[src/rtl/core/multilist_index_insert_macros.svh]
// Assertion macros for the multilist index table RTL.
`ifndef MULTILIST_INDEX_INSERT_MACROS_SVH
`define MULTILIST_INDEX_INSERT_MACROS_SVH

// Same-cycle implication, sampled on clk, off during reset.
`define MLI_ASSERT_IMP(lbl, ante, cons, msg) \
  lbl: assert property (@(posedge clk) disable iff (!rst_n) (ante) |-> (cons)) \
    else $error(msg);

// Next-cycle implication, sampled on clk, off during reset.
`define MLI_ASSERT_NXT(lbl, ante, cons, msg) \
  lbl: assert property (@(posedge clk) disable iff (!rst_n) (ante) |=> (cons)) \
    else $error(msg);

`endif

[src/rtl/core/mli_pkg.sv]
package mli_pkg;

  localparam int DEF_TABLE_ENTRIES = 16;

  localparam int STUDENT_KEY_W = 48;
  localparam int COURSE_HIGH_W = 8;
  localparam int COURSE_LOW_W  = 64;
  localparam int INDEX_OUT_W   = 4;
  localparam int LINK_OUT_W    = 5;

  localparam logic CMD_INSERT = 1'b0;
  localparam logic CMD_READ   = 1'b1;

  localparam logic [1:0] STATUS_OK       = 2'd0;
  localparam logic [1:0] STATUS_FULL     = 2'd1;
  localparam logic [1:0] STATUS_UNFILLED = 2'd2;

  // Two's complement -1 on a link output
  localparam logic [LINK_OUT_W-1:0] LINK_OUT_NONE = '1;

  typedef struct packed {
    logic [STUDENT_KEY_W-1:0] student;
    logic [COURSE_HIGH_W-1:0] course_high;
    logic [COURSE_LOW_W-1:0]  course_low;
  } key_word_t;

  typedef struct packed {
    logic student_eq;
    logic course_eq;
  } key_match_t;

endpackage

[src/rtl/core/mli_key_store.sv]
module mli_key_store #(
  parameter int DEPTH = mli_pkg::DEF_TABLE_ENTRIES
) (
  input  logic                         clk,
  input  logic [$clog2(DEPTH)-1:0]     rd_addr,
  input  logic                         wr_en,
  input  logic [$clog2(DEPTH)-1:0]     wr_addr,
  input  mli_pkg::key_word_t           wr_data,
  input  mli_pkg::key_word_t           cmp_key,
  output mli_pkg::key_word_t           rd_data,
  output mli_pkg::key_match_t          match
);
  import mli_pkg::*;

  key_word_t mem [DEPTH];
  key_word_t rd_q_r;

  always_ff @(posedge clk) begin
    if (wr_en) begin
      mem[wr_addr] <= wr_data;
    end
    rd_q_r <= mem[rd_addr];
  end

  assign rd_data = rd_q_r;

  // compare the entry read last cycle against the key being inserted
  assign match.student_eq = (rd_q_r.student == cmp_key.student);
  assign match.course_eq  = (rd_q_r.course_high == cmp_key.course_high) &&
                            (rd_q_r.course_low == cmp_key.course_low);

endmodule

[src/rtl/core/mli_link_store.sv]
module mli_link_store #(
  parameter int DEPTH = mli_pkg::DEF_TABLE_ENTRIES,
  parameter int WIDTH = 4 * ($clog2(mli_pkg::DEF_TABLE_ENTRIES) + 1)
) (
  input  logic                     clk,
  input  logic [$clog2(DEPTH)-1:0] rd_addr,
  input  logic                     wr_en,
  input  logic [$clog2(DEPTH)-1:0] wr_addr,
  input  logic [WIDTH-1:0]         wr_data,
  output logic [WIDTH-1:0]         rd_data
);
  import mli_pkg::*;

  logic [WIDTH-1:0] mem [DEPTH];
  logic [WIDTH-1:0] rd_q_r;

  always_ff @(posedge clk) begin
    if (wr_en) begin
      mem[wr_addr] <= wr_data;
    end
    rd_q_r <= mem[rd_addr];
  end

  assign rd_data = rd_q_r;

endmodule

[src/rtl/core/multilist_index_insert.sv]
// Enrolment index table: up to TABLE_ENTRIES entries, each on a student chain and a course
// chain. Raise start with a command while busy is low; the result appears on the out_ ports
// for exactly one cycle with out_valid high and cannot be held off, so capture it then.
// A read of an unfilled entry and an insert into a full table are answered from the idle state;
// a read of a filled entry passes through the read state first. An insert into a table holding
// n entries does one key-store read per stored entry for the first-match scan, link-store
// reads to walk the matching student and course chains to their tails (none when the key is new),
// and one to three link-store writes for the new entry and the two tail updates. Both stores
// have one read and one write port and a registered read.
`include "multilist_index_insert_macros.svh"

module multilist_index_insert #(
  parameter int TABLE_ENTRIES = mli_pkg::DEF_TABLE_ENTRIES
) (
  input  logic                                   clk,
  input  logic                                   rst_n,
  input  logic                                   start,
  output logic                                   busy,
  input  logic                                   in_command,
  input  logic [3:0]                             in_entry_select,
  input  logic [mli_pkg::STUDENT_KEY_W-1:0]      in_student_key,
  input  logic [mli_pkg::COURSE_HIGH_W-1:0]      in_course_key_high,
  input  logic [mli_pkg::COURSE_LOW_W-1:0]       in_course_key_low,
  output logic                                   out_valid,
  output logic [1:0]                             out_status,
  output logic [mli_pkg::INDEX_OUT_W-1:0]        out_entry_index,
  output logic                                   out_student_is_new,
  output logic                                   out_course_is_new,
  output logic signed [mli_pkg::LINK_OUT_W-1:0]  out_student_back,
  output logic signed [mli_pkg::LINK_OUT_W-1:0]  out_course_back,
  output logic signed [mli_pkg::LINK_OUT_W-1:0]  out_student_forward,
  output logic signed [mli_pkg::LINK_OUT_W-1:0]  out_course_forward,
  output logic [mli_pkg::STUDENT_KEY_W-1:0]      out_student_key_read,
  output logic [mli_pkg::COURSE_HIGH_W-1:0]      out_course_key_high_read,
  output logic [mli_pkg::COURSE_LOW_W-1:0]       out_course_key_low_read
);
  import mli_pkg::*;

  localparam int IDX_W = $clog2(TABLE_ENTRIES);
  localparam int CNT_W = $clog2(TABLE_ENTRIES + 1);

  // A link is a valid flag and an entry index; an invalid link means "none"
  typedef struct packed {
    logic             v;
    logic [IDX_W-1:0] idx;
  } link_t;

  typedef struct packed {
    link_t s_next;
    link_t s_prev;
    link_t c_next;
    link_t c_prev;
  } link_word_t;

  localparam int LINK_W = $bits(link_word_t);

  localparam logic [2:0] ST_IDLE  = 3'd0;
  localparam logic [2:0] ST_READ  = 3'd1;
  localparam logic [2:0] ST_SCAN  = 3'd2;
  localparam logic [2:0] ST_SWALK = 3'd3;
  localparam logic [2:0] ST_CWALK = 3'd4;
  localparam logic [2:0] ST_WNEW  = 3'd5;
  localparam logic [2:0] ST_WSTU  = 3'd6;
  localparam logic [2:0] ST_WCRS  = 3'd7;

  localparam link_t LINK_NONE = '{v: 1'b0, idx: '0};

  // Entry index reported modulo the 4-bit output field
  function automatic logic [INDEX_OUT_W-1:0] idx_out(input logic [IDX_W-1:0] i);
    logic [IDX_W+INDEX_OUT_W-1:0] e;
    e = (IDX_W + INDEX_OUT_W)'(i);
    return e[INDEX_OUT_W-1:0];
  endfunction

  // Link reported modulo the 5-bit output field, none as -1
  function automatic logic [LINK_OUT_W-1:0] link_out(input link_t l);
    logic [IDX_W+LINK_OUT_W-1:0] e;
    e = (IDX_W + LINK_OUT_W)'(l.idx);
    return l.v ? e[LINK_OUT_W-1:0] : LINK_OUT_NONE;
  endfunction

  logic [2:0]       state_r, state_nxt;
  logic [CNT_W-1:0] count_r, count_nxt;
  key_word_t        key_r, key_nxt;
  logic [IDX_W-1:0] scan_idx_r, scan_idx_nxt;
  logic [IDX_W-1:0] cur_r;
  link_t            sfirst_r, sfirst_nxt;
  link_t            cfirst_r, cfirst_nxt;
  link_t            sback_r, sback_nxt;
  link_t            cback_r, cback_nxt;
  link_word_t       sword_r, sword_nxt;
  link_word_t       cword_r, cword_nxt;

  logic                  out_valid_r, out_valid_nxt;
  logic [1:0]            out_status_r, out_status_nxt;
  logic [INDEX_OUT_W-1:0] out_index_r, out_index_nxt;
  logic                  out_snew_r, out_snew_nxt;
  logic                  out_cnew_r, out_cnew_nxt;
  logic [LINK_OUT_W-1:0] out_sback_r, out_sback_nxt;
  logic [LINK_OUT_W-1:0] out_cback_r, out_cback_nxt;
  logic [LINK_OUT_W-1:0] out_sfwd_r, out_sfwd_nxt;
  logic [LINK_OUT_W-1:0] out_cfwd_r, out_cfwd_nxt;
  key_word_t             out_key_r, out_key_nxt;

  logic                  accept;
  logic                  finish;
  logic [IDX_W-1:0]      n_idx;
  logic [IDX_W+3:0]      sel_wide;
  logic [IDX_W-1:0]      sel_idx;
  logic                  sel_unfilled;
  logic                  scan_last;
  link_t                 s_hit;
  link_t                 c_hit;
  link_t                 new_link;

  key_word_t             key_in;
  logic [IDX_W-1:0]      key_raddr;
  logic                  key_we;
  key_word_t             key_rdata;
  key_match_t            key_match;

  logic [IDX_W-1:0]      link_raddr;
  logic                  link_we;
  logic [IDX_W-1:0]      link_waddr;
  link_word_t            link_wdata;
  link_word_t            link_rdata;
  logic [LINK_W-1:0]     link_rdata_bits;

  mli_key_store #(
    .DEPTH (TABLE_ENTRIES)
  ) u_key_store (
    .clk     (clk),
    .rd_addr (key_raddr),
    .wr_en   (key_we),
    .wr_addr (n_idx),
    .wr_data (key_r),
    .cmp_key (key_r),
    .rd_data (key_rdata),
    .match   (key_match)
  );

  mli_link_store #(
    .DEPTH (TABLE_ENTRIES),
    .WIDTH (LINK_W)
  ) u_link_store (
    .clk     (clk),
    .rd_addr (link_raddr),
    .wr_en   (link_we),
    .wr_addr (link_waddr),
    .wr_data (link_wdata),
    .rd_data (link_rdata_bits)
  );

  assign link_rdata = link_word_t'(link_rdata_bits);

  assign busy   = (state_r != ST_IDLE);
  assign accept = start && !busy;

  assign key_in.student     = in_student_key;
  assign key_in.course_high = in_course_key_high;
  assign key_in.course_low  = in_course_key_low;

  // New entry always goes to the first free slot
  assign n_idx    = count_r[IDX_W-1:0];
  assign new_link = '{v: 1'b1, idx: n_idx};

  assign sel_wide     = (IDX_W + 4)'(in_entry_select);
  assign sel_idx      = sel_wide[IDX_W-1:0];
  assign sel_unfilled = ((CNT_W + 4)'(in_entry_select) >= (CNT_W + 4)'(count_r));

  assign scan_last = ((CNT_W'(scan_idx_r) + CNT_W'(1)) == count_r);

  // First match so far, including the entry compared this cycle
  assign s_hit = sfirst_r.v ? sfirst_r :
                 (key_match.student_eq ? link_t'{v: 1'b1, idx: scan_idx_r} : LINK_NONE);
  assign c_hit = cfirst_r.v ? cfirst_r :
                 (key_match.course_eq ? link_t'{v: 1'b1, idx: scan_idx_r} : LINK_NONE);

  always_comb begin
    state_nxt    = state_r;
    count_nxt    = count_r;
    key_nxt      = key_r;
    scan_idx_nxt = scan_idx_r;
    sfirst_nxt   = sfirst_r;
    cfirst_nxt   = cfirst_r;
    sback_nxt    = sback_r;
    cback_nxt    = cback_r;
    sword_nxt    = sword_r;
    cword_nxt    = cword_r;
    finish       = 1'b0;

    // Scan reads the next entry by default; walks re-read the current one
    key_raddr  = IDX_W'(scan_idx_r + 1'b1);
    link_raddr = cur_r;
    key_we     = 1'b0;
    link_we    = 1'b0;
    link_waddr = n_idx;
    link_wdata = '{s_next: LINK_NONE, s_prev: sback_r, c_next: LINK_NONE, c_prev: cback_r};

    out_valid_nxt  = 1'b0;
    out_status_nxt = STATUS_OK;
    out_index_nxt  = '0;
    out_snew_nxt   = 1'b0;
    out_cnew_nxt   = 1'b0;
    out_sback_nxt  = LINK_OUT_NONE;
    out_cback_nxt  = LINK_OUT_NONE;
    out_sfwd_nxt   = LINK_OUT_NONE;
    out_cfwd_nxt   = LINK_OUT_NONE;
    out_key_nxt    = '0;

    unique case (state_r)
      ST_IDLE: begin
        if (accept) begin
          key_nxt    = key_in;
          sfirst_nxt = LINK_NONE;
          cfirst_nxt = LINK_NONE;
          sback_nxt  = LINK_NONE;
          cback_nxt  = LINK_NONE;
          if (in_command == CMD_READ) begin
            if (sel_unfilled) begin
              out_valid_nxt  = 1'b1;
              out_status_nxt = STATUS_UNFILLED;
              out_index_nxt  = in_entry_select;
            end else begin
              key_raddr  = sel_idx;
              link_raddr = sel_idx;
              state_nxt  = ST_READ;
            end
          end else if (count_r == CNT_W'(TABLE_ENTRIES)) begin
            out_valid_nxt  = 1'b1;
            out_status_nxt = STATUS_FULL;
          end else if (count_r == '0) begin
            state_nxt = ST_WNEW;
          end else begin
            key_raddr    = '0;
            scan_idx_nxt = '0;
            state_nxt    = ST_SCAN;
          end
        end
      end

      ST_READ: begin
        out_valid_nxt  = 1'b1;
        out_status_nxt = STATUS_OK;
        out_index_nxt  = idx_out(cur_r);
        out_sback_nxt  = link_out(link_rdata.s_prev);
        out_cback_nxt  = link_out(link_rdata.c_prev);
        out_sfwd_nxt   = link_out(link_rdata.s_next);
        out_cfwd_nxt   = link_out(link_rdata.c_next);
        out_key_nxt    = key_rdata;
        state_nxt      = ST_IDLE;
      end

      ST_SCAN: begin
        sfirst_nxt = s_hit;
        cfirst_nxt = c_hit;
        if (scan_last) begin
          if (s_hit.v) begin
            link_raddr = s_hit.idx;
            state_nxt  = ST_SWALK;
          end else if (c_hit.v) begin
            link_raddr = c_hit.idx;
            state_nxt  = ST_CWALK;
          end else begin
            state_nxt = ST_WNEW;
          end
        end else begin
          scan_idx_nxt = IDX_W'(scan_idx_r + 1'b1);
        end
      end

      ST_SWALK: begin
        if (link_rdata.s_next.v) begin
          link_raddr = link_rdata.s_next.idx;
        end else begin
          sback_nxt = '{v: 1'b1, idx: cur_r};
          sword_nxt = link_rdata;
          if (cfirst_r.v) begin
            link_raddr = cfirst_r.idx;
            state_nxt  = ST_CWALK;
          end else begin
            state_nxt = ST_WNEW;
          end
        end
      end

      ST_CWALK: begin
        if (link_rdata.c_next.v) begin
          link_raddr = link_rdata.c_next.idx;
        end else begin
          cback_nxt = '{v: 1'b1, idx: cur_r};
          cword_nxt = link_rdata;
          state_nxt = ST_WNEW;
        end
      end

      ST_WNEW: begin
        key_we  = 1'b1;
        link_we = 1'b1;
        if (sback_r.v) begin
          state_nxt = ST_WSTU;
        end else if (cback_r.v) begin
          state_nxt = ST_WCRS;
        end else begin
          finish = 1'b1;
        end
      end

      ST_WSTU: begin
        link_we           = 1'b1;
        link_waddr        = sback_r.idx;
        link_wdata        = sword_r;
        link_wdata.s_next = new_link;
        if (cback_r.v) begin
          state_nxt = ST_WCRS;
        end else begin
          finish = 1'b1;
        end
      end

      ST_WCRS: begin
        link_we           = 1'b1;
        link_waddr        = cback_r.idx;
        link_wdata        = cword_r;
        link_wdata.c_next = new_link;
        // Same tail on both chains: keep the student update written just before
        if (sback_r.v && (sback_r.idx == cback_r.idx)) begin
          link_wdata.s_next = new_link;
        end
        finish = 1'b1;
      end
    endcase

    if (finish) begin
      out_valid_nxt  = 1'b1;
      out_status_nxt = STATUS_OK;
      out_index_nxt  = idx_out(n_idx);
      out_snew_nxt   = !sfirst_r.v;
      out_cnew_nxt   = !cfirst_r.v;
      out_sback_nxt  = link_out(sback_r);
      out_cback_nxt  = link_out(cback_r);
      out_key_nxt    = key_r;
      count_nxt      = CNT_W'(count_r + 1'b1);
      state_nxt      = ST_IDLE;
    end
  end

  always_ff @(posedge clk) begin
    if (!rst_n) begin
      state_r     <= ST_IDLE;
      count_r     <= '0;
      out_valid_r <= 1'b0;
    end else begin
      state_r     <= state_nxt;
      count_r     <= count_nxt;
      out_valid_r <= out_valid_nxt;
    end
  end

  // Payload and working registers: no reset needed
  always_ff @(posedge clk) begin
    key_r      <= key_nxt;
    scan_idx_r <= scan_idx_nxt;
    cur_r      <= link_raddr;
    sfirst_r   <= sfirst_nxt;
    cfirst_r   <= cfirst_nxt;
    sback_r    <= sback_nxt;
    cback_r    <= cback_nxt;
    sword_r    <= sword_nxt;
    cword_r    <= cword_nxt;
    if (out_valid_nxt) begin
      out_status_r <= out_status_nxt;
      out_index_r  <= out_index_nxt;
      out_snew_r   <= out_snew_nxt;
      out_cnew_r   <= out_cnew_nxt;
      out_sback_r  <= out_sback_nxt;
      out_cback_r  <= out_cback_nxt;
      out_sfwd_r   <= out_sfwd_nxt;
      out_cfwd_r   <= out_cfwd_nxt;
      out_key_r    <= out_key_nxt;
    end
  end

  assign out_valid                = out_valid_r;
  assign out_status               = out_status_r;
  assign out_entry_index          = out_index_r;
  assign out_student_is_new       = out_snew_r;
  assign out_course_is_new        = out_cnew_r;
  assign out_student_back         = out_sback_r;
  assign out_course_back          = out_cback_r;
  assign out_student_forward      = out_sfwd_r;
  assign out_course_forward       = out_cfwd_r;
  assign out_student_key_read     = out_key_r.student;
  assign out_course_key_high_read = out_key_r.course_high;
  assign out_course_key_low_read  = out_key_r.course_low;

  `MLI_ASSERT_NXT(a_accept_progress, accept, busy || out_valid_r, "accepted command lost")
  `MLI_ASSERT_IMP(a_full_count, out_valid_r && (out_status_r == STATUS_FULL), count_r == CNT_W'(TABLE_ENTRIES), "full reported below capacity")
  `MLI_ASSERT_IMP(a_scan_range, state_r == ST_SCAN, CNT_W'(scan_idx_r) < count_r, "scan beyond filled entries")
  `MLI_ASSERT_IMP(a_tail_stored, state_r == ST_WSTU, sback_r.v && (CNT_W'(sback_r.idx) < count_r), "student tail not a stored entry")
  `MLI_ASSERT_NXT(a_last_write_done, state_r == ST_WCRS, (state_r == ST_IDLE) && out_valid_r, "insert result not issued after write-back")

endmodule
[config.mk]
export PLATFORM = sky130hd
export DESIGN_NAME = multilist_index_insert
export DESIGN_NICKNAME = d
export VERILOG_FILES = /design/src/rtl/core/mli_pkg.sv /design/src/rtl/core/mli_key_store.sv /design/src/rtl/core/mli_link_store.sv /design/src/rtl/core/multilist_index_insert.sv
export VERILOG_INCLUDE_DIRS = /design/src /design/src/rtl/core
export SDC_FILE = /design/constraint.sdc
export NUM_CORES = 2
export LEC_CHECK = 0
export BUFFER_PORTS_ARGS = -buffer_cell sky130_fd_sc_hd__buf_2
export CAP_MARGIN = 40
export CORE_MARGIN = 2
export CORE_UTILIZATION = 55
export CTS_CLUSTER_SIZE = 30
export DETAILED_ROUTE_END_ITERATION = 10
export HOLD_SLACK_MARGIN = 0.15
export PLACE_DENSITY = 0.71
export SLEW_MARGIN = 40
export SYNTH_ARGS = -nofsm -noshare
export SYNTH_HDL_FRONTEND = slang
export SYNTH_SLANG_ARGS = --single-unit
[constraint.sdc]
create_clock -name clk -period 15.9 [get_ports clk]
set_clock_uncertainty 0.05 [all_clocks]
set_input_delay 0.795 -clock clk [delete_from_list [all_inputs] [get_ports clk]]
set_output_delay 0.795 -clock clk [all_outputs]
set_load 0.05 [all_outputs]
Word level (Yosys, flattened, before mapping)
Memories as Yosys holds them, arrays and structs flattened. A register that Yosys moved wholly into a read port is not among the register bits.
Index checks and enable logic that the tools add are counted.
- RAM bits: 2240
- register bits: 335
- memories kept: 2
- input bits: 128
- logic and storage cells: 186
- output and inout port bits: 150
- memory list (memory ; depth ; width ; rd ports ; clocked after Yosys merged registers in ; wr ports ; RTL line ; source):
    u_key_store.mem ; 16 ; 120 ; 1 ; 1 ; 1 ; mli_key_store.sv:15 ; key_word_t mem [DEPTH];
    u_link_store.mem ; 16 ; 20 ; 1 ; 1 ; 1 ; mli_link_store.sv:14 ; logic [WIDTH-1:0] mem [DEPTH];
- equality and inequality tests: 23
- bitwise operators: 5
- $add $sub $neg: 3
- $lt $le $gt $ge: 1
- mux-type cells: 85
- reduce and logical (&&, ||, !) cells: 26
- operators with widths (operator ; number):
    $mux 120 ; 2
    $mux 4 ; 24
    $mux 5 ; 18
    $eq 64x64->1 ; 1
    $eq 48x48->1 ; 1
    $pmux 20 s2 ; 1
    $pmux 5 s2 ; 4
    $mux 3 ; 11
    $pmux 4 s2 ; 3
    $pmux 3 s7 ; 1
    $mux 1 ; 16
    $ne 2x2->1 const B ; 8
    $pmux 4 s4 ; 1
    $eq 3x3->1 const B ; 4
    $reduce_and 2->1 ; 6
    $eq 8x8->1 ; 1
    $reduce_and 7->1 ; 1
    $reduce_bool 7->1 ; 1
    $eq 3x2->1 const B ; 2
    $ne 3x3->1 const B ; 2
    $reduce_and 3->1 ; 2
    $reduce_and 6->1 ; 1
    $reduce_bool 2->1 ; 3
    $reduce_or 3->1 ; 2
    18 further kinds ; 27

Logic depth before layout (Yosys ltp)
- depth in word-level cells: 8
- depth in mapped cells: 17
- mapped depth without buffers: 13

Hierarchy
Synthesis repeated with hierarchy kept, for this count alone.
- cell total of the unflattened synthesis: 4336
- area total of the unflattened synthesis: 101691.3 sq um
- modules (own cells, without submodules) (module ; cells each ; sequential area each (sq um) ; area an instance (sq um) ; instances):
    mli_key_store ; 2956 ; 60057.6 ; 75683.8 ; 1
    multilist_index_insert ; 847 ; 9929.5 ; 13476.7 ; 1
    mli_link_store ; 533 ; 10009.6 ; 12530.8 ; 1

Worst setup path after synthesis
No wires, ideal clock.
- kind: register to register
- from: register state_r[2]
- to: memory u_key_store.mem[3][0] in the netlist's numbering (enable)
- required time: 15.104 ns
- path slack: 5.845 ns
- arrival: 9.259 ns
- path buffers: 2
- cell stages (with the launch flop): 6
- clock period less this slack: 10.055 ns
- library setup time: 0.746 ns
- cells stage by stage: dfxtp_1 clkbuf_1 clkbuf_1 and3_1 nand2_1 nor3_1
- word-level cells in the longest chain between the ends: 4
- ends and longest elaborated chain (what ; RTL line ; source):
    start: declaration ; multilist_index_insert.sv:82 ; logic [2:0] state_r, state_nxt;
    start signal: assignment ; multilist_index_insert.sv:354 ; state_r <= state_nxt;
    $eq 3x3->1 ; multilist_index_insert.sv:211 ; unique case (state_r)
    $mux 1 ; multilist_index_insert.sv:211 ;
    $mux 1 ; mli_key_store.sv:19 ; if (wr_en) begin
    $mux 1 (implied by the code) ; mli_key_store.sv:20 ; mem[wr_addr] <= wr_data;
    end: declaration ; mli_key_store.sv:15 ;
No other way between the ends.

Final worst setup path
- from: register count_r[2]
- to: register, netlist name u_key_store.rd_data[47]
- word-level cells in the longest chain between the ends: 6
- elaborated cells between the ends (all ways): 9
- classes of those cells: 1 x order compare; 1 x eq/ne; 6 x mux; 1 x reduce/logical
- ends and longest elaborated chain (what ; RTL line ; source):
    start: declaration ; multilist_index_insert.sv:83 ; logic [CNT_W-1:0] count_r, count_nxt;
    start signal: assignment ; multilist_index_insert.sv:355 ; count_r <= count_nxt;
    branches (longest 3 deep; another with $ge 4x5->1) ; n/a ;
    $mux 4 (*) ; multilist_index_insert.sv:219 ; if (in_command == CMD_READ) begin
    $mux 4 (*) ; multilist_index_insert.sv:213 ; if (accept) begin
    $mux 4 (*) ; multilist_index_insert.sv:211 ;
Every way passes the cells marked *.
A chain may end at the register's enable or synchronous reset.

==> qor.txt <==
========================================================================================
Final setup violating endpoints                                                        0
Synth top area cells                                                        edfxtp_1, mux4_2, dfxtp_1
Portion of the clock cycle consumed by the worst path in the final layout          38.3%
Count of boundary I/O pins                                                           278
Power dissipated by switching net loads                                          6.71 mW
Worst setup timing slack at the placement stage                                  9.87 ns
Site row count                                                                       157
Switching fraction of total power                                                  31.3%
Count of nets left with antenna violations after detail routing                        0
Pwr/cell area                                                                183 nW/um^2
Remaining max-slew budget at the tightest pin                                      41.6%
Cts bufs inserted                                                                    281
Fin area                                                                    118000 sq um
Leakage dissipation                                                              37.8 nW
Full die area                                                               188000 sq um
Worst-skew pair later-pin latency                                                0.93 ns
Register bit total from synthesis                                                   2715
Top cell type's share of synthesized area                                          75.8%
Vias                                                                               51.4k
Area of the mapped netlist                                                  101000 sq um
Element type at the critical path start                                             flop
Least-Margin Pin Slew                                                           0.876 ns
Setup tns final                                                                     0 ns
Netlist cell types                                                                    74
Area growth from synthesis to layout                                               15.8%
Count of flip-flops with a built-in enable after synthesis                          2562
Port Buffer Count                                                                    277
Count of mapped cells out of synthesis                                              4721
Initial Utilization                                                                55.4%
Largest fanout of any net on the critical path                                        48
Proportion of synthesized chip area in sequential cells                            78.8%
Critical path endpoint category                                                     flop
Yosys Warn Count                                                                       0
Instance area after placement                                               107000 sq um
Num Clock Sinks                                                                     2715
Total routing usage reported by global routing                                     27.3%
Portion of total power attributed to the clock network                             30.3%
Part of the power in registers                                                     45.0%
Clock tree from TritonCTS                                                            yes
Maximum level of the CTS H-tree                                                        5
Type of the tightest min-delay check                                           in -> reg
Largest net degree at the start of global routing                                    122
Hpwl dp                                                                     133000 microns
Post-synth top flop                                                             edfxtp_1
Number of nets at the end of the flow                                               5422
Vias in the first global route                                                     51.6k
Result of the run                                                           complete, no violations
Internal power contribution                                                      14.7 mW
Per-cell routed wire length                                                 32.1 microns
Overflow after GRT                                                                     0
RSZ-0062 raised after global routing                                               false
Largest voltage drop on the vdd net                                           0.000167 V
Core footprint                                                              183000 sq um
Initial antenna violation count                                                        8
Worst-case reg-to-reg path depth                                                      15
Net count after synthesis                                                           4858
Clock Tree Root                                                                clkbuf_16
Min Tclk post-route                                                              6.09 ns
CP Class                                                                      reg -> reg
Die Wd                                                                       434 microns
Highest attainable clock frequency                                               164 MHz
Die span in y                                                                434 microns
Per-cell via count in the routed design                                             6.46
CP arrival                                                                       6.82 ns
Total length of routed wires                                                255000 microns
Final hold violation count                                                             0
Final RePlAce weighted congestion                                                  0.913
Drt first-iter violations                                                           6324
Post-Synthesis Mean Instance Area                                             21.5 sq um
Number of max-capacitance violations reported                                          0
Register clock-pin slew on the reported worst setup and hold paths               0.06 ns
Number of cells upsized or downsized after cts                                         0
Final routed DRC violation total                                                       0
Critical path required time                                                     16.63 ns
Detailed Routing Iterations Pass 1                                                     6
Async set-reset flop share out of synthesis                                           0%
Global-route wire length before repair                                      364000 microns
Worst Hold Path Cells                                                                  2
Max Root-Sink Buffers                                                                  4
Final setup slack of the worst path                                              9.81 ns
Proportion of layout cells with a drive suffix above 1                             26.7%
Cell accounting for the most synthesized area                                   edfxtp_1
Final-report max-slew violation count                                                  0
Comb power frac                                                                    24.8%
========================================================================================
## state kept, by name (all words and copies together), names as in the netlist, 8 cells and up
name,flops
cword_r,15
key_r,120
out_course_key_high_read,8
out_course_key_low_read,64
out_student_key_read,48
sword_r,15
u_key_store.mem,1920
u_key_store.rd_data,120
u_link_store.mem,320
u_link_store.rd_data,20
## worst paths after layout
path | endpoint | slack [ns] | start
hold / removal | count_r[4] | 0.23 | rst_n
hold reg to reg | cword_r[14] | 0.38 | u_link_store.rd_data[14]
setup / recovery | u_key_store.rd_data[47] | 9.81 | count_r[2]
setup reg to reg | u_key_store.rd_data[47] | 9.81 | count_r[2]
## routing by layer
layer / global-route usage, % / wire, microns
met3: 4.68 / 22000
met2: 44.9 / 128000
met4: 10.7 / 9990
met5: 0 / 41
met1: 36.6 / 95000
## metrics by stage
| stage | instances | hold WS, ns | power [mW] | util (%) |
|---|---|---|---|---|
| global route | 7955 | 0.202 | 22.2 | 64.1 |
| detailed placement | 7342 | 0.399 | 15.0 | 58.4 |
| global placement | 7298 | 0.385 | 14.9 | 57.9 |
| CTS | 7950 | 0.173 | 21.6 | 64.0 |
| finish | 7957 | 0.234 | 21.5 | 64.1 |
| floorplan | 4721 | 0.356 | 13.2 | - |
## synthesized netlist by cell type (26+ instances only)
master,count
nor2_1,83
a21oi_1,65
dfxtp_1,153
mux2_2,51
a22o_1,128
edfxtp_1,2562
o21ai_0,35
mux4_2,520
nand4_1,31
nand2_1,200
buf_2,62
a22oi_1,241
clkbuf_1,159
mux2i_1,26
xnor2_1,119
## placed cells by master, fill, tap and decap left out, types with 13 or more instances in the layout
cell type / synthesis / layout
o21ai_0: 35 / 32
buf_4: 6 / 44
mux2_2: 51 / 51
a222oi_1: 24 / 24
nand3_1: 13 / 13
a22o_1: 128 / 128
buf_8: 0 / 18
dfxtp_1: 153 / 153
mux4_2: 520 / 520
nand4_1: 31 / 31
nand2_1: 200 / 200
clkbuf_8: 0 / 23
clkinv_1: 1 / 26
xnor2_1: 119 / 118
dlygate4sd3_1: 0 / 120
mux2_4: 19 / 19
and2_1: 14 / 13
a22oi_1: 241 / 241
buf_12: 1 / 23
a21oi_1: 65 / 63
clkbuf_16: 0 / 289
edfxtp_1: 2562 / 2562
buf_2: 62 / 277
buf_16: 0 / 26
bufinv_16: 0 / 28
o22ai_1: 24 / 24
inv_1: 24 / 23
xor2_1: 13 / 13
clkbuf_1: 159 / 72
clkinv_2: 0 / 30
nor2_4: 0 / 31
mux2i_1: 26 / 26
buf_6: 7 / 21
nor2_1: 83 / 45
## cell families after synthesis
| kind of cell | count (synthesis) | share of synthesized area, % |
|---|---|---|
| mux | 628 | 12.8 |
| fa+ha+maj | 9 | 0.111 |
| simple gates | 396 | 1.75 |
| flops | 2715 | 78.8 |
| compound gates | 566 | 4.21 |
| xor+xnor | 133 | 1.16 |
| buf+inv | 274 | 1.18 |
## worst max-delay path: stages, from the launching register on
cell and delay, ns:
dfxtp_1 0.87, inv_1 0.18, ha_1 0.35, nand2_1 0.06, o21ai_1 0.17, a21oi_1 0.10
nor2_1 0.24, nor2_1 0.14, a22o_1 0.26, a21oi_4 0.50, buf_6 0.57, buf_6 0.63
buf_4 0.69, mux4_2 0.62, a22oi_1 0.22, nand2_1 0.07
## final cells by class
| type | count | area, sq um |
|---|---|---|
| sequential | 2715 | 80000 |
| fill | 11800 | 65800 |
| multi-input combinational | 1732 | 20600 |
| clock buffer | 384 | 7820 |
| timing repair buffer | 529 | 4600 |
| tap | 2464 | 3080 |
| clock inverter | 104 | 1270 |
| inverter | 26 | 103 |
| antenna | 3 | 7.51 |
## power by group through the flow
| stage | Sequential [mW] | Clock (mW) | Combinational, mW |
|---|---|---|---|
| final | 9.65 | 6.49 | 5.32 |
| after global routing | 9.72 | 6.85 | 5.58 |
| after CTS | 9.65 | 6.58 | 5.32 |
| after detailed placement | 9.79 | 0 | 5.26 |
| after global placement | 9.76 | 0 | 5.15 |
| after floorplan | 10.1 | 0 | 3.03 |
## timing repair
action / 4_1_cts / 5_1_grt
setup buffers: 0 / 0
hold buffers: 120 / 0
setup endpoints to repair: 0 / 0
hold endpoints to repair: 120 / 0
Power figures use the tool's default switching activity.
